[src/rtl/core/spmq_pkg.sv]
// Types, codes and default sizes shared by the shared pool queue modules.
package spmq_pkg;

    localparam int QUEUES_DEF       = 16;
    localparam int POOL_ENTRIES_DEF = 1024;
    localparam int ITEM_BITS_DEF    = 64;

    localparam logic [4:0] NQ_RESET = 5'd16;

    localparam logic ACT_ENTER = 1'b0;
    localparam logic ACT_LEAVE = 1'b1;

    typedef enum logic [2:0] {
        ST_ENTERED   = 3'd0,
        ST_LEFT      = 3'd1,
        ST_BAD_QUEUE = 3'd2,
        ST_EMPTY     = 3'd3,
        ST_FULL      = 3'd4
    } t_status;

    typedef enum logic [2:0] {
        S_IDLE,
        S_LOOK,
        S_LINK,
        S_POP,
        S_DONE
    } t_state;

    typedef struct packed {
        logic rd_en;
        logic item_we;
        logic link_we;
    } t_pool_cmd;

    typedef struct packed {
        logic rd_en;
        logic ptr_we;
        logic ne_we;
        logic ne_val;
    } t_qtab_cmd;

endpackage

[src/rtl/core/spmq_qtab.sv]
// Per-queue head and tail pointer memory plus the non-empty flag of each queue.
module spmq_qtab #(
    parameter int   QUEUES       = spmq_pkg::QUEUES_DEF,
    parameter int   POOL_ENTRIES = spmq_pkg::POOL_ENTRIES_DEF,
    localparam int  IDX_W        = $clog2(POOL_ENTRIES),
    localparam int  QIDX_W       = (QUEUES > 1) ? $clog2(QUEUES) : 1
) (
    input  logic                 i_clk,
    input  logic                 i_rst_n,
    input  spmq_pkg::t_qtab_cmd  i_cmd,
    input  logic [QIDX_W-1:0]    i_rd_idx,
    input  logic [QIDX_W-1:0]    i_wr_idx,
    input  logic [IDX_W-1:0]     i_wr_head,
    input  logic [IDX_W-1:0]     i_wr_tail,
    output logic [IDX_W-1:0]     o_head,
    output logic [IDX_W-1:0]     o_tail,
    output logic                 o_nonempty
);

    logic [2*IDX_W-1:0] r_ptr_mem [QUEUES];
    logic [QUEUES-1:0]  r_ne;
    logic [QUEUES-1:0]  n_ne;

    // Pointers of an empty queue are never used, so only the flags need reset.
    always_ff @(posedge i_clk) begin
        if (i_cmd.ptr_we) begin
            r_ptr_mem[i_wr_idx] <= {i_wr_head, i_wr_tail};
        end
        if (i_cmd.rd_en) begin
            {o_head, o_tail} <= r_ptr_mem[i_rd_idx];
        end
    end

    always_comb begin
        n_ne = r_ne;
        if (i_cmd.ne_we) begin
            n_ne[i_wr_idx] = i_cmd.ne_val;
        end
    end

    always_ff @(posedge i_clk) begin
        if (!i_rst_n) begin
            r_ne       <= '0;
            o_nonempty <= 1'b0;
        end else begin
            r_ne <= n_ne;
            if (i_cmd.rd_en) begin
                o_nonempty <= r_ne[i_rd_idx];
            end
        end
    end

endmodule

[config.mk]
export PLATFORM = sky130hd
export DESIGN_NAME = spmq_qtab
export DESIGN_NICKNAME = d
export VERILOG_FILES = /design/src/rtl/core/spmq_pkg.sv /design/src/rtl/core/spmq_qtab.sv
export SDC_FILE = /design/constraint.sdc
export NUM_CORES = 1
export LEC_CHECK = 0
export BUFFER_PORTS_ARGS = -buffer_cell sky130_fd_sc_hd__buf_2
export CAP_MARGIN = 25
export CORE_MARGIN = 5
export CORE_UTILIZATION = 50
export CTS_CLUSTER_SIZE = 40
export DETAILED_ROUTE_END_ITERATION = 6
export GPL_TIMING_DRIVEN = 0
export PLACE_DENSITY_LB_ADDON = 0.15
export SYNTH_ARGS = -nofsm -noshare
export SYNTH_HDL_FRONTEND = slang
export SYNTH_SLANG_ARGS = --single-unit
[constraint.sdc]
create_clock -name i_clk -period 3.9 [get_ports i_clk]
set_input_delay 0.78 -clock i_clk [delete_from_list [all_inputs] [get_ports i_clk]]
set_output_delay 0.78 -clock i_clk [all_outputs]
set_load 0.02 [all_outputs]
==> summary.md <==
| Metric | Value |
|---|---|
| WL met2 | 14.3 mm |
| Commonest cells after routing, fill and taps aside | 340 x edfxtp_1, 78 x mux4_2, 50 x buf_2 |
| Largest stage delay, worst path | 660 ps |
| Post-CTS Repair Setup Buffers | 0 |
| Leakage power | 0.00503 uW |
| Chip height | 176 um |
| Hpwl dp | 16.6 mm |
| Via count | 6420 |
| FILL cells | 1951 |
| Die area | 0.0309 sq mm |
| Post-CTS Hold Fix Bufs | 0 |
| Tmin final | 2400 ps |
| RSZ-0062 raised after global routing | false |
| Min-delay src | r_ne[5] |
| Final Net Count | 720 |
| Outcome | completed |
| Clock slew at reported path FFs | 60 ps |
| Reg2reg start | r_ptr_mem[13][11] |
| Final Hold Vio Count | 0 |
| GP Congestion | 0.792 |
| Post-Syn Area | 0.0137 sq mm |
| RR Endpoint | o_head[1] |
| Vias in the first global route | 6852 |
| Routed Antenna Nets | 0 |
| Largest net degree at the start of global routing | 24 |
| Yosys reg bits | 357 |
| Startpoint types | input pin |
| Actual slew at the worst max-slew pin | 1040 ps |
| GRT Util Overall | 19.7% |
| Worst reg2reg setup slack | 2130 ps |
| CTS Sinks | 357 |
| Initial DRC Count | 709 |
| Min-Delay Path Class | reg2reg |
| Maxcap violations | 0 |
| Final setup skew | 15.9 ps |
| H-tree depth | 2 |
| Cells on worst reg2reg path | 2 |
| GRT overflow | 0 |
| Highest Signal Layer | met5 |
| Critical path's slowest cell | clkbuf_1 |
| DR vias/cell | 6.08 |
| Mean Syn Cell Area | 23.0 sq um |
| Number of I/O port buffers | 46 |
| Routed len/inst | 28.2 um |
| Worst-Skew Late Latency | 520 ps |
| WL met1 | 12.7 mm |
| Placeable core region | 0.0270 sq mm |
| Post-route DRC | 0 |
| Seq/Total Area, Yosys | 76.9% |
| TNS Setup | 0 ps |
| Final Max Tran Viols | 0 |
| Most common cell after layout, fill and taps aside | edfxtp_1 |
| Crit-path max FO | 10 |
| # rows | 60 |
| CTS max path bufs | 3 |
| CTS Root Cell | clkbuf_16 |
| WHS Endpoint | r_ne[5] |
| I/O Pins | 55 |
| Setup-failing EPs final | 0 |
| Peak Freq | 416 MHz |
| Critical-path cell list | buf_2 -> clkbuf_1 -> mux4_1 -> mux4_2 |
| Peak VDD IR | 0.000241 V |
| CTS tree | done |
| CTS resizes | 0 |
| DR pass1 iterations | 4 |
| Starting density of the core | 50.8% |
| YS warnings | 0 |
| First-pass GRT wire length | 44.2 mm |
| Critical path type | in2reg |
| Cell variety after synth | 25 |
| Post-Route WL | 29.8 mm |
| Initial antenna violation count | 2 |
| Crit end category | flip-flop |
| Cts bufs inserted | 38 |
| Layout cells sized above 1 | 28.6% |
| Tot Pwr | 8060 uW |
| Area Growth Syn to Fin | 14.3% |
| Slew headroom | 30.4% |
| Syn nets | 631 |
| DR WL met3 | 1.90 mm |
| Die W | 176 um |
| Synthesized instance count | 597 |
| Worst EP arrival | 2640 ps |
| PwrDens | 514 mW/mm^2 |
| Final period utilization | 61.7% |
| CP Data Required Time | 4130 ps |
| Worst Hold Depth | 2 |
power breakdown:
group	internal [uW]	switching (uW)	total (uW)	leakage (uW)
Clock	1930	1380	3310	0.000555
Combinational	177	254	431	0.00125
Sequential	4300	21.1	4320	0.00322
Total	6400	1660	8060	0.00503
routing by layer:
layer | track usage (%) | vias to the layer above
met5 | 0 | -
met4 | 6.37 | 2
met3 | 4.09 | 63
met2 | 31.0 | 227
met1 | 28.1 | 3402
li1 | - | 2726
cell families (layout without fill, tap and decap cells):
group	after synthesis	count (layout)	synth area share, %
buf+inv	31	148	1.40
simple gates	74	74	2.50
mux	112	112	18.1
compound gates	23	23	1.12
flops	357	357	76.9
other cells	0	1	0
critical path, delay by kind of cell:
family	cells	cell delay (ps)
muxes	2	990
buffers and inverters	2	860
synth_stat cells:
cell type | n | area, sq um
buf_8 | 3 | 45.0
buf_2 | 4 | 20.0
nor3_1 | 1 | 5.00
buf_6 | 5 | 56.3
clkbuf_1 | 12 | 45.0
mux2i_1 | 10 | 100
nand3b_1 | 3 | 22.5
dfxtp_1 | 17 | 340
nor3b_1 | 1 | 7.51
a32oi_1 | 1 | 8.76
a21boi_0 | 10 | 75.1
edfxtp_1 | 340 | 10200
mux4_2 | 78 | 1760
nand2b_1 | 6 | 37.5
buf_1 | 6 | 22.5
nor2_1 | 28 | 105
o21ai_0 | 9 | 45.0
nand2_1 | 18 | 67.6
inv_1 | 1 | 3.75
a221oi_1 | 2 | 17.5
nor2b_1 | 9 | 56.3
mux4_1 | 24 | 631
nand4_1 | 1 | 6.26
nand3_1 | 7 | 35.0
o211ai_1 | 1 | 7.51
worst max path at each step:
stage / start / end / slack, ps / cells past startpoint
6_report: i_rd_idx[1] / o_head[1] / 1500 / 4
5_1_grt: i_rd_idx[1] / o_head[1] / 1450 / 4
4_1_cts: i_rd_idx[1] / o_head[1] / 1510 / 4
3_5_place_dp: i_rd_idx[1] / o_head[1] / 970 / 4
3_3_place_gp: i_wr_idx[2] / r_ptr_mem[0][0] / -990 / 4
2_1_floorplan: i_wr_idx[2] / r_ptr_mem[0][0] / 930 / 4
area by class of cell:
class                      count  area (sq um)  area share (%)
sequential                   357         10600            67.3
multi-input combinational    209          3100            19.8
clock buffer                  53          1040            6.62
tap                          341           427            2.72
timing repair buffer          49           272            1.73
buffer                        30           189            1.20
clock inverter                15           103           0.654
inverter                       1          3.75          0.0239
antenna                        1          2.50          0.0160
metrics by stage:
stage | cell area [sq um] | hold WS, ps | utilization, % | setup slack (ps) | std cells
final | 15700 | 494 | 58.0 | 1500 | 1056
after global routing | 15700 | 517 | 58.0 | 1450 | 1055
after CTS | 15700 | 486 | 58.0 | 1510 | 1054
after detailed placement | 14500 | 469 | 53.8 | 969 | 986
after global placement | 14400 | 465 | 53.2 | -989 | 984
after floorplan | 13700 | 443 | - | 929 | 597
flip-flops by register name, indices dropped and copies added, names as in the netlist:
signal      cells
r_ne           16
r_ptr_mem     320
o_head         10
o_tail         10
o_nonempty      1
Power figures use the tool's default switching activity.
