`config.mk`:
```
export PLATFORM = sky130hd
export DESIGN_NAME = spmq_ctrl
export DESIGN_NICKNAME = d
export VERILOG_FILES = /design/src/rtl/core/spmq_pkg.sv /design/src/rtl/core/spmq_ctrl.sv
export SDC_FILE = /design/constraint.sdc
export NUM_CORES = 1
export LEC_CHECK = 0
export BUFFER_PORTS_ARGS = -buffer_cell sky130_fd_sc_hd__buf_4
export CORE_AREA = 2 2 144 146
export DETAILED_ROUTE_END_ITERATION = 10
export DIE_AREA = 0 0 146 148
export GPL_ROUTABILITY_DRIVEN = 0
export PLACE_DENSITY = 0.77
export SLEW_MARGIN = 20
export SYNTH_ARGS = -nofsm -noshare
export SYNTH_HDL_FRONTEND = slang
export SYNTH_SLANG_ARGS = --single-unit
```
`constraint.sdc`:
```
create_clock -name i_clk -period 12.5 [get_ports i_clk]
set_clock_uncertainty 0.05 [all_clocks]
set_input_delay 2.5 -clock i_clk [delete_from_list [all_inputs] [get_ports i_clk]]
set_output_delay 2.5 -clock i_clk [all_outputs]
set_load 0.05 [all_outputs]
```
`src/rtl/core/spmq_pkg.sv`:
```
// Types, codes and default sizes shared by the shared pool queue modules.
package spmq_pkg;

    localparam int QUEUES_DEF       = 16;
    localparam int POOL_ENTRIES_DEF = 1024;
    localparam int ITEM_BITS_DEF    = 64;

    localparam logic [4:0] NQ_RESET = 5'd16;

    localparam logic ACT_ENTER = 1'b0;
    localparam logic ACT_LEAVE = 1'b1;

    typedef enum logic [2:0] {
        ST_ENTERED   = 3'd0,
        ST_LEFT      = 3'd1,
        ST_BAD_QUEUE = 3'd2,
        ST_EMPTY     = 3'd3,
        ST_FULL      = 3'd4
    } t_status;

    typedef enum logic [2:0] {
        S_IDLE,
        S_LOOK,
        S_LINK,
        S_POP,
        S_DONE
    } t_state;

    typedef struct packed {
        logic rd_en;
        logic item_we;
        logic link_we;
    } t_pool_cmd;

    typedef struct packed {
        logic rd_en;
        logic ptr_we;
        logic ne_we;
        logic ne_val;
    } t_qtab_cmd;

endpackage

```
`src/rtl/core/spmq_ctrl.sv`:
```
// Sequencer: queue checks, free list and fresh counter, result register.
module spmq_ctrl #(
    parameter int   QUEUES       = spmq_pkg::QUEUES_DEF,
    parameter int   POOL_ENTRIES = spmq_pkg::POOL_ENTRIES_DEF,
    parameter int   ITEM_BITS    = spmq_pkg::ITEM_BITS_DEF,
    localparam int  IDX_W        = $clog2(POOL_ENTRIES),
    localparam int  QIDX_W       = (QUEUES > 1) ? $clog2(QUEUES) : 1
) (
    input  logic                 i_clk,
    input  logic                 i_rst_n,
    input  logic                 i_valid,
    output logic                 o_ready,
    input  logic                 i_action,
    input  logic [7:0]           i_queue_number,
    input  logic [63:0]          i_item_name,
    input  logic [4:0]           i_number_of_queues,
    output logic                 o_valid,
    input  logic                 i_ready,
    output logic [2:0]           o_status,
    output logic [63:0]          o_front_item,
    output spmq_pkg::t_qtab_cmd  o_qt_cmd,
    output logic [QIDX_W-1:0]    o_qt_rd_idx,
    output logic [QIDX_W-1:0]    o_qt_wr_idx,
    output logic [IDX_W-1:0]     o_qt_wr_head,
    output logic [IDX_W-1:0]     o_qt_wr_tail,
    input  logic [IDX_W-1:0]     i_qt_head,
    input  logic [IDX_W-1:0]     i_qt_tail,
    input  logic                 i_qt_ne,
    output spmq_pkg::t_pool_cmd  o_pool_cmd,
    output logic [IDX_W-1:0]     o_pool_rd_addr,
    output logic [IDX_W-1:0]     o_pool_wr_addr,
    output logic [IDX_W-1:0]     o_pool_link_data,
    output logic [ITEM_BITS-1:0] o_pool_item_data,
    input  logic [ITEM_BITS-1:0] i_pool_item,
    input  logic [IDX_W-1:0]     i_pool_link
);

    localparam logic [8:0]     QN_MAX   = 9'(QUEUES);
    localparam logic [IDX_W:0] POOL_CNT = (IDX_W+1)'(POOL_ENTRIES);

    spmq_pkg::t_state  r_state, n_state;
    spmq_pkg::t_status r_status, n_status;
    spmq_pkg::t_status r_o_status, n_o_status;
    logic                 r_action, n_action;
    logic [QIDX_W-1:0]    r_qidx, n_qidx;
    logic [ITEM_BITS-1:0] r_name, n_name;
    logic [IDX_W-1:0]     r_entry, n_entry;
    logic [ITEM_BITS-1:0] r_front, n_front;
    logic [IDX_W:0]       r_fresh, n_fresh;
    logic [IDX_W-1:0]     r_free_head, n_free_head;
    logic                 r_free_ne, n_free_ne;
    logic                 r_o_valid, n_o_valid;
    logic [ITEM_BITS-1:0] r_o_front, n_o_front;

    logic              in_bad;
    logic [QIDX_W-1:0] in_qidx;
    logic [IDX_W-1:0]  e_sel;

    assign in_bad  = (i_queue_number == 8'd0)
                  || ({1'b0, i_queue_number} > {4'd0, i_number_of_queues})
                  || ({1'b0, i_queue_number} > QN_MAX);
    assign in_qidx = QIDX_W'(i_queue_number - 8'd1);
    // A released entry is reused before a fresh one.
    assign e_sel   = r_free_ne ? r_free_head : r_fresh[IDX_W-1:0];

    assign o_ready      = (r_state == spmq_pkg::S_IDLE);
    assign o_valid      = r_o_valid;
    assign o_status     = r_o_status;
    assign o_front_item = 64'(r_o_front);

    always_ff @(posedge i_clk) begin
        if (!i_rst_n) begin
            r_state <= spmq_pkg::S_IDLE;
        end else begin
            r_state <= n_state;
        end
    end

    always_comb begin
        n_state     = r_state;
        n_status    = r_status;
        n_o_status  = r_o_status;
        n_action    = r_action;
        n_qidx      = r_qidx;
        n_name      = r_name;
        n_entry     = r_entry;
        n_front     = r_front;
        n_fresh     = r_fresh;
        n_free_head = r_free_head;
        n_free_ne   = r_free_ne;
        n_o_valid   = r_o_valid;
        n_o_front   = r_o_front;

        o_qt_cmd         = '0;
        o_qt_rd_idx      = in_qidx;
        o_qt_wr_idx      = r_qidx;
        o_qt_wr_head     = i_qt_head;
        o_qt_wr_tail     = i_qt_tail;
        o_pool_cmd       = '0;
        o_pool_rd_addr   = r_free_head;
        o_pool_wr_addr   = e_sel;
        o_pool_link_data = e_sel;
        o_pool_item_data = r_name;

        if (r_o_valid && i_ready) begin
            n_o_valid = 1'b0;
        end

        case (r_state)
            spmq_pkg::S_IDLE: begin
                if (i_valid) begin
                    n_action = i_action;
                    n_qidx   = in_qidx;
                    n_name   = ITEM_BITS'(i_item_name);
                    n_front  = '0;
                    if (in_bad) begin
                        n_status = spmq_pkg::ST_BAD_QUEUE;
                        n_state  = spmq_pkg::S_DONE;
                    end else begin
                        // Fetch the queue pointers and the free-list successor together.
                        o_qt_cmd.rd_en   = 1'b1;
                        o_pool_cmd.rd_en = 1'b1;
                        n_state          = spmq_pkg::S_LOOK;
                    end
                end
            end
            spmq_pkg::S_LOOK: begin
                if (r_action == spmq_pkg::ACT_ENTER) begin
                    if (!r_free_ne && (r_fresh == POOL_CNT)) begin
                        n_status = spmq_pkg::ST_FULL;
                        n_state  = spmq_pkg::S_DONE;
                    end else begin
                        if (r_free_ne) begin
                            if (i_pool_link == r_free_head) begin
                                n_free_ne = 1'b0;
                            end else begin
                                n_free_head = i_pool_link;
                            end
                        end else begin
                            n_fresh = r_fresh + 1'b1;
                        end
                        o_pool_cmd.item_we = 1'b1;
                        o_pool_cmd.link_we = 1'b1;
                        o_qt_cmd.ptr_we    = 1'b1;
                        o_qt_cmd.ne_we     = 1'b1;
                        o_qt_cmd.ne_val    = 1'b1;
                        o_qt_wr_head       = i_qt_ne ? i_qt_head : e_sel;
                        o_qt_wr_tail       = e_sel;
                        n_entry            = e_sel;
                        n_status           = spmq_pkg::ST_ENTERED;
                        n_state            = i_qt_ne ? spmq_pkg::S_LINK : spmq_pkg::S_DONE;
                    end
                end else begin
                    if (!i_qt_ne) begin
                        n_status = spmq_pkg::ST_EMPTY;
                        n_state  = spmq_pkg::S_DONE;
                    end else begin
                        o_pool_cmd.rd_en = 1'b1;
                        o_pool_rd_addr   = i_qt_head;
                        n_state          = spmq_pkg::S_POP;
                    end
                end
            end
            spmq_pkg::S_LINK: begin
                // Old tail now points at the new entry.
                o_pool_cmd.link_we = 1'b1;
                o_pool_wr_addr     = i_qt_tail;
                o_pool_link_data   = r_entry;
                n_state            = spmq_pkg::S_DONE;
            end
            spmq_pkg::S_POP: begin
                n_front = i_pool_item;
                if (i_qt_head == i_qt_tail) begin
                    o_qt_cmd.ne_we  = 1'b1;
                    o_qt_cmd.ne_val = 1'b0;
                end else begin
                    o_qt_cmd.ptr_we = 1'b1;
                    o_qt_wr_head    = i_pool_link;
                end
                // Push the released entry onto the free list.
                o_pool_cmd.link_we = 1'b1;
                o_pool_wr_addr     = i_qt_head;
                o_pool_link_data   = r_free_ne ? r_free_head : i_qt_head;
                n_free_head        = i_qt_head;
                n_free_ne          = 1'b1;
                n_status           = spmq_pkg::ST_LEFT;
                n_state            = spmq_pkg::S_DONE;
            end
            spmq_pkg::S_DONE: begin
                if (!r_o_valid || i_ready) begin
                    n_o_valid  = 1'b1;
                    n_o_status = r_status;
                    n_o_front  = r_front;
                    n_state    = spmq_pkg::S_IDLE;
                end
            end
            default: begin
                n_state = spmq_pkg::S_IDLE;
            end
        endcase
    end

    always_ff @(posedge i_clk) begin
        if (!i_rst_n) begin
            r_fresh     <= '0;
            r_free_head <= '0;
            r_free_ne   <= 1'b0;
            r_o_valid   <= 1'b0;
        end else begin
            r_fresh     <= n_fresh;
            r_free_head <= n_free_head;
            r_free_ne   <= n_free_ne;
            r_o_valid   <= n_o_valid;
        end
    end

    always_ff @(posedge i_clk) begin
        r_status   <= n_status;
        r_o_status <= n_o_status;
        r_action   <= n_action;
        r_qidx     <= n_qidx;
        r_name     <= n_name;
        r_entry    <= n_entry;
        r_front    <= n_front;
        r_o_front  <= n_o_front;
    end

endmodule

```
==> flow_summary.ini, run 1 <==
[worst_setup_path]
critical_path_class = in2out
cp.arrival_ps = 4410
slowest_delay_ps = 470
crit_chain = buf_4 > xor2_1 > nor4_1 > a31oi_2 > a21oi_4 > a221o_1 > buf_4
crit_buf_inv = 2
crit_slowest_cell = nor4_1
worst_ep_required_time_ps = 9950
start_kind = input pin
crit_path_max_fanout = 12
endpoint_kind = primary output
crit_family = compound AO/OA/AOI/OAI gates
cp_common_cell = buf_4

[clock_tree]
cts_resized = 0
cts_setup_buffers = 0
cts-root-buf = clkbuf_16
cts_tree = yes
clock_tree.buffer_depth = 3
htree_levels = 1
cts_buffers = 24
hold_buffers = 0
clock-sinks = 239
clkLatencyLatePin_ps = 500
clk_pin_slew_ps = 60

[sta]
tightest_slew_ps = 947.9
setup_viol = 0
slew_headroom = 0.3681
timing_hold_violations_final = 0
maxSlewViolCount = 0
rsz0062_at_grt = false
clock.fmax_ghz = 0.1437
timing.final.crit_period_ps = 6959
final.period_utilization = 0.5567
setup_tns_ps = 0

[routing]
drc = 0
wire_per_inst_um = 20.67
dr.pass1.iters = 4
routed_wl_mm = 27.20
drt_iter0_markers = 409
routed-via-count = 6902
ant_nets = 0
routed_via_density = 5.245

[cells_and_area]
final_nets = 1214
stdcell_area_um2 = 13500
drive_gt1_frac = 0.4245
diodes = 0
synthToLayoutAreaGrowth_pct = 39.90
fin_util = 0.6736

[yosys]
synth_ff_type = edfxtp_1
ys_types = 54
synth.top_cell.area_share = 0.6629
syn_inst = 658
synth.top_cells.by_area = edfxtp_1 (66%), dfxtp_1 (5.4%), and3_1 (4.2%)
ys_seq_area_frac = 0.7168
avgSynthCellArea_um2 = 14.66
synth_fp_nets = 843
yosysWarnings = 0
synth_common_cells = edfxtp_1 (213), and3_1 (65), nor2_1 (35)
syn_area_um2 = 9649
synth_seq_cells = 239
async_flop_share = 0
synth_edf_count = 213
synth_most_common_cell = edfxtp_1
yosys.area.top_type = edfxtp_1

[pwr]
p_leak_nw = 5.837
p_per_area_nw_per_um2 = 147.3
peakVddDrop_v = 0.00007876

[floorplanning]
rows = 52
num_io_pins = 375
die_w_um = 146
dieArea_um2 = 21610
die_y_um = 148
core_um2 = 20040
start_util = 0.4815

[global_routing]
grt.total_usage = 0.2409
grt_pass1_vias = 6675
grt_max_degree = 79
grt_pass1_wl_mm = 39.92
antenna_found_initial = 0
grt_overflow = 0

[min_path]
min_path_type = reg2reg

[job]
drv_cap = 0

[outcome]
outcome = finished clean

[placed_design]
dpl.hpwl_mm = 19.79
port_buffers = 374
placement.cell_area_um2 = 12710
## path summary, 6_finish.rpt
kind	slack (ps)	from	end	cells after the start
hold reg to reg	370	r_front[4]	o_front_item[4]	0
hold / removal	370	r_front[4]	o_front_item[4]	0
setup reg to reg	9810	r_state[1]	o_pool_item_data[41]	6
setup / recovery	5540	i_qt_head[3]	o_qt_wr_head[0]	7
## cells by family after synthesis
logic type	after synthesis	share of synthesized area
fa+ha+maj	8	0.01037
buf+inv	64	0.02645
compound gates	99	0.07404
xor+xnor	31	0.02814
simple gates	181	0.1056
flops	239	0.7168
mux	36	0.03864
## flip-flops by register name, indices dropped and copies added (netlist names)
signal,count
r_state,3
r_front,64
r_free_head,10
o_front_item,64
o_status,3
o_valid,1
o_pool_item_data,64
r_fresh,11
r_entry,10
r_free_ne,1
o_qt_wr_idx,4
r_status,3
r_action,1
## cell type report
class,instances,area [um2]
repair buffers,381,2860
clock buffers,31,648.1
fillers,1491,6540
inverters,28,106.4
multi-input cells,355,2494
clock inverters,12,135.1
flip-flops and latches,239,6918
well taps,270,337.8
## stage by stage
step	hold WS (ps)	total power, mW	cells	setup slack (ps)
floorplan	350.3	1.164	658	2897
detailed placement	354.5	1.294	1273	5453
CTS	368.1	2.002	1316	5426
finish	366.5	1.988	1316	5541
global placement	350.8	1.289	1273	5507
global route	373.2	2.045	1316	5447
## where the power goes
part           total, mW  internal [mW]  leakage, nW  switching [mW]
Sequential         0.952          0.937         2.28          0.0156
Combinational      0.324         0.0990         3.18           0.225
Clock              0.711          0.427        0.386           0.284
## per-layer routing
layer,wire length (um),part of all wire,track usage
met1,10250,0.38,0.2939
met2,13400,0.49,0.4101
met3,2537,0.093,0.06481
met4,1015,0.037,0.09709
met5,0,0,0
## cell usage in the layout, fill, tap and decap left out, drive strengths merged, types with 11 or more instances in the layout
master	n
buf	381
edfxtp	213
and3	65
nor2	36
a21oi	35
clkbuf	31
inv	27
mux2i	26
dfxtp	26
nand2	24
xor2	22
o21ai	15
o21a	12
o221a	11
Note: power is estimated with default switching activity, not from simulation.
==> run 2, diff against run 1 <==
--- a/config.mk
+++ b/config.mk
@@ -5,10 +5,11 @@
 export SDC_FILE = /design/constraint.sdc
 export NUM_CORES = 1
 export LEC_CHECK = 0
+export ABC_AREA = 1
 export BUFFER_PORTS_ARGS = -buffer_cell sky130_fd_sc_hd__buf_4
-export CORE_AREA = 2 2 144 146
+export CORE_AREA = 2 2 145 147
 export DETAILED_ROUTE_END_ITERATION = 10
-export DIE_AREA = 0 0 146 148
+export DIE_AREA = 0 0 147 149
 export GPL_ROUTABILITY_DRIVEN = 0
 export PLACE_DENSITY = 0.77
 export SLEW_MARGIN = 20
==> constraint.sdc (replaced) <==
create_clock -name i_clk -period 6.9 [get_ports i_clk]
set_clock_uncertainty 0.05 [all_clocks]
set_input_delay 1.38 -clock i_clk [delete_from_list [all_inputs] [get_ports i_clk]]
set_output_delay 1.38 -clock i_clk [all_outputs]
set_load 0.05 [all_outputs]
==> flow_summary.ini, run 2 <==
[outcome]
outcome = finished clean

[yosys]
synth_most_common_cell = edfxtp_1
ys_seq_area_frac = 0.7030
synth_edf_count = 213
ys_types = 33
synth_fp_nets = 1084
async_flop_share = 0
synth_ff_type = edfxtp_1
yosys.area.top_type = edfxtp_1
synth_common_cells = edfxtp_1 (213), nand2_1 (183), inv_1 (147)
synth_seq_cells = 239
yosysWarnings = 0
syn_inst = 899
synth.top_cells.by_area = edfxtp_1 (65%), nand2_1 (7.0%), inv_1 (5.6%)
syn_area_um2 = 9839
synth.top_cell.area_share = 0.6501
avgSynthCellArea_um2 = 10.94

[pwr]
pwr-share-clk = 0.373
p_leak_nw = 6.162
p_per_area_nw_per_um2 = 262.1
switching_share = 0.2547
internal_power_mw = 2.683
peakVddDrop_v = 0.0001400
pwr-share-seq = 0.473
p_comb_frac = 0.154
switching_power_mw = 0.9170

[global_routing]
grtUsageMet2 = 0.4317
grt_pass1_vias = 7370
met3_usage = 0.05260
grt_max_degree = 68
grt_most_used_layer = met2
antenna_found_initial = 0
grt_overflow = 0
grt_pass1_wl_mm = 40.84
grt.total_usage = 0.2412
use_met1 = 0.2948

[routing]
routed_wl_mm = 27.94
ant_nets = 0
drc = 0
drt_iter0_markers = 521
routed-via-count = 7844
dr.pass1.iters = 5
routed_via_density = 5.025
wire_per_inst_um = 17.90

[worst_setup_path]
crit_path_max_fanout = 64
start_kind = register
endpoint_kind = primary output
worst_ep_required_time_ps = 5470
r2r_cells = 7
cp.arrival_ps = 3290
critical_path_class = reg2out

[sta]
timing.final.crit_period_ps = 4722
setup_viol = 0
clock.fmax_ghz = 0.2118
rsz0062_at_grt = false
tightest_slew_ps = 961.4
slew_headroom = 0.3584
maxSlewViolCount = 0
setup_tns_ps = 0
timing_hold_violations_final = 0
final.period_utilization = 0.6843
timing.final.ws_setup_ps = 2178

[cells_and_area]
fin_util = 0.6682
final_common_cell = buf_4
stdcell_area_um2 = 13740
fillers = 1597
diodes = 0
final_nets = 1459
final_cell_mix = buf_4 (379), edfxtp_1 (213), nand2_1 (183)
synthToLayoutAreaGrowth_pct = 39.60
drive_gt1_frac = 0.3313

[clock_tree]
htree_levels = 1
cts_resized = 0
cts_buffers = 24
clkLatencyLatePin_ps = 490
clock_tree.buffer_depth = 3
clock-sinks = 239
clk_pin_slew_ps = 60
cts_tree = yes
cts-root-buf = clkbuf_16
cts_setup_buffers = 0
hold_buffers = 0

[job]
drv_cap = 0

[floorplanning]
rows = 53
die_y_um = 149
die_w_um = 147
start_util = 0.4786
dieArea_um2 = 21900
core_um2 = 20560
num_io_pins = 375

[placed_design]
dp_slack_ps = 2495
placement.cell_area_um2 = 12930
dpl.hpwl_mm = 20.42
port_buffers = 374

[min_path]
hold_path_depth = 0
min_path_type = reg2reg
[run 2: area by class of cell]
class / instances / area [um2] / share of cell area
Timing Repair Buffer: 379 / 2845 / 0.2071
Tap cell: 275 / 344.1 / 0.02505
Clock buffer: 27 / 633.1 / 0.04609
Multi-Input combinational cell: 475 / 2240 / 0.1631
Clock inverter: 11 / 172.7 / 0.01257
Sequential cell: 239 / 6917 / 0.5036
Inverter: 155 / 584.3 / 0.04254
[run 2: cells by family (layout without fill, tap and decap cells)]
kind of cell | Yosys count | after routing | synth area share
buffers and inverters | 185 | 572 | 0.07312
DFF | 239 | 239 | 0.7029
xor gates and xnor gates | 8 | 8 | 0.007121
adders and majority gates | 8 | 8 | 0.01017
and+or+nand+nor | 359 | 359 | 0.1502
AOI/OAI and AO/OA | 100 | 100 | 0.05646
[run 2: through the flow]
step / instances / total power, mW / hold WS [ps]
5_1_grt: 1561 / 3.703 / 372.5
6_report: 1561 / 3.600 / 364.1
4_1_cts: 1561 / 3.628 / 367.7
2_1_floorplan: 899 / 2.065 / 350.3
3_3_place_gp: 1523 / 2.275 / 350.3
3_5_place_dp: 1523 / 2.287 / 354.5
[run 2: final timing paths]
| path | endpoint | slack, ps | from |
|---|---|---|---|
| worst max-delay path | o_pool_link_data[6] | 2180 | r_state[1] |
| worst min-delay path | o_front_item[2] | 360 | r_front[2] |
| worst max register to register | r_front[49] | 3810 | r_state[1] |
| worst min register to register | o_front_item[2] | 360 | r_front[2] |
[run 2: routing by layer]
layer | routed length [um] | share of wire | vias to the layer above
met3 | 2417 | 0.086 | 64
met2 | 14280 | 0.51 | 395
met4 | 746 | 0.027 | 0
li1 | - | - | 3725
met5 | 0 | 0 | -
met1 | 10510 | 0.38 | 3660
[run 2: power by group through the flow]
stage	Sequential [mW]	Clock (mW)	Combinational, mW
finish	1.70	1.34	0.553
detailed placement	1.73	0	0.552
global route	1.71	1.42	0.575
global placement	1.73	0	0.546
floorplan	1.94	0	0.124
CTS	1.70	1.37	0.553
[run 2: critical path, cell delays in order (launching register included)]
cell,delay (ps)
dfxtp_1,410
inv_1,60
nor2_1,160
inv_2,190
nor2_4,600
inv_2,370
buf_4,450
o2111ai_1,300
buf_4,240
==> run 3, diff against run 2 <==
--- a/config.mk
+++ b/config.mk
@@ -7,11 +7,11 @@
 export LEC_CHECK = 0
 export ABC_AREA = 1
 export BUFFER_PORTS_ARGS = -buffer_cell sky130_fd_sc_hd__buf_4
-export CORE_AREA = 2 2 145 147
+export CORE_MARGIN = 1
+export CORE_UTILIZATION = 44
 export DETAILED_ROUTE_END_ITERATION = 10
-export DIE_AREA = 0 0 147 149
 export GPL_ROUTABILITY_DRIVEN = 0
-export PLACE_DENSITY = 0.77
+export PLACE_DENSITY = 0.74
 export SLEW_MARGIN = 20
 export SYNTH_ARGS = -nofsm -noshare
 export SYNTH_HDL_FRONTEND = slang
==> constraint.sdc (replaced) <==
create_clock -name i_clk -period 4.34 [get_ports i_clk]
set_clock_uncertainty 0.05 [all_clocks]
set_input_delay 0.868 -clock i_clk [delete_from_list [all_inputs] [get_ports i_clk]]
set_output_delay 0.868 -clock i_clk [all_outputs]
set_load 0.05 [all_outputs]
==> flow_summary.ini, run 3 (synthesis gave the netlist of run 2 again) <==
[min_path]
hp-start = r_front[42]
min_path_type = reg2reg

[routing]
drc = 0
routed_wl_mm = 28.05
ant_nets = 0
wire_per_inst_um = 17.80
routed-via-count = 7853
routed_via_density = 4.983
dr.pass1.iters = 5
drt_iter0_markers = 496

[clock_tree]
cts_tree = yes
clkLatencyLatePin_ps = 500
cts_buffers = 25
clock_tree.buffer_depth = 3
cts-root-buf = clkbuf_16
cts_setup_buffers = 0
cts_resized = 0
hold_buffers = 0
htree_levels = 1
clk_pin_slew_ps = 60
clock-sinks = 239

[worst_setup_path]
reg2reg_from = r_state[1]
slowest_delay_ps = 430
critical_path_class = reg2out
cp-startpoint = r_state[1]
crit_buf_inv = 4
crit_family = simple AND/OR/NAND/NOR gates
crit_path_max_fanout = 22
start_kind = register
crit_slowest_cell = nand4_1
endpoint_kind = primary output
worst_ep_required_time_ps = 3420
crit_chain = inv_1 > nor2_1 > inv_2 > nor2_4 > buf_4 > nand3_1 > nand4_1 > nand2_1 > nand2_1 > buf_4
cp.arrival_ps = 2950

[placed_design]
placement.cell_area_um2 = 12970
dpl.hpwl_mm = 20.25
port_buffers = 374
placed_cells = 1531

[pwr]
p_per_area_nw_per_um2 = 417.9
power_mw = 5.769
switching_share = 0.2616
pwr-share-clk = 0.378
peakVddDrop_v = 0.0002134
switching_power_mw = 1.509
p_comb_frac = 0.152
pwr-share-seq = 0.470
p_leak_nw = 6.198
internal_power_mw = 4.260

[sta]
timing_hold_violations_final = 0
tightest_slew_ps = 932.5
final.period_utilization = 0.8922
timing.final.crit_period_ps = 3872
rsz0062_at_grt = false
setup_viol = 0
maxSlewViolCount = 0
clock.fmax_ghz = 0.2583
slew_headroom = 0.3783

[cells_and_area]
final_cells = 1576
fillers = 1710
final_nets = 1463
final_cell_mix = buf_4 (381), edfxtp_1 (213), nand2_1 (183)
stdcell_area_um2 = 13800
final_common_cell = buf_4
synthToLayoutAreaGrowth_pct = 40.30
drive_gt1_frac = 0.3341
fin_util = 0.6306
diodes = 0

[floorplanning]
dieArea_um2 = 22960
num_io_pins = 375
die_w_um = 151.5
core_um2 = 21890
start_util = 0.4495
die_y_um = 151.5
rows = 54

[global_routing]
grt_pass1_vias = 7422
grt_max_degree = 68
grt.total_usage = 0.2328
grt_overflow = 0
grt_pass1_wl_mm = 40.43
antenna_found_initial = 0

[outcome]
outcome = finished clean

[job]
drv_cap = 0
## run 3: cell type report
cell class / count / area (um2) / area share
inverters: 155 / 584.3 / 0.04233
repair buffers: 382 / 2880 / 0.2086
multi-input cells: 475 / 2237 / 0.1621
well taps: 280 / 350.3 / 0.02538
clock buffers: 33 / 665.6 / 0.04822
clock inverters: 12 / 170.2 / 0.01233
flip-flops and latches: 239 / 6917 / 0.5010
## run 3: worst paths after layout
path	end	slack [ps]	cells past startpoint
worst min-delay path	o_front_item[42]	360	0
worst max-delay path	o_qt_wr_head[8]	470	10
worst max register to register	r_front[39]	1700	7
worst min register to register	o_front_item[42]	360	0
## run 3: per-layer routing
| layer | global-route usage | share of wire |
|---|---|---|
| met1 | 0.2905 | 0.38 |
| met2 | 0.4089 | 0.50 |
| met3 | 0.04072 | 0.089 |
| met4 | 0.07475 | 0.024 |
| met5 | 0 | 0 |
## run 3: power groups by stage
stage / Combinational (mW) / Sequential (mW) / Clock, mW
2_1_floorplan: 0.199 / 3.08 / 0
3_3_place_gp: 0.870 / 2.75 / 0
3_5_place_dp: 0.879 / 2.76 / 0
4_1_cts: 0.883 / 2.71 / 2.23
5_1_grt: 0.921 / 2.72 / 2.30
6_report: 0.879 / 2.71 / 2.18
## run 3: per-stage QoR
stage | setup WS, ps | hold WS [ps] | TNS, ps
after floorplan | -574.5 | 350.3 | -74440
after global placement | 982.2 | 350.9 | 0
after detailed placement | 901.5 | 354.5 | 0
after CTS | 453.3 | 366.0 | 0
after global routing | 214.3 | 370.7 | 0
final | 468.0 | 364.5 | 0
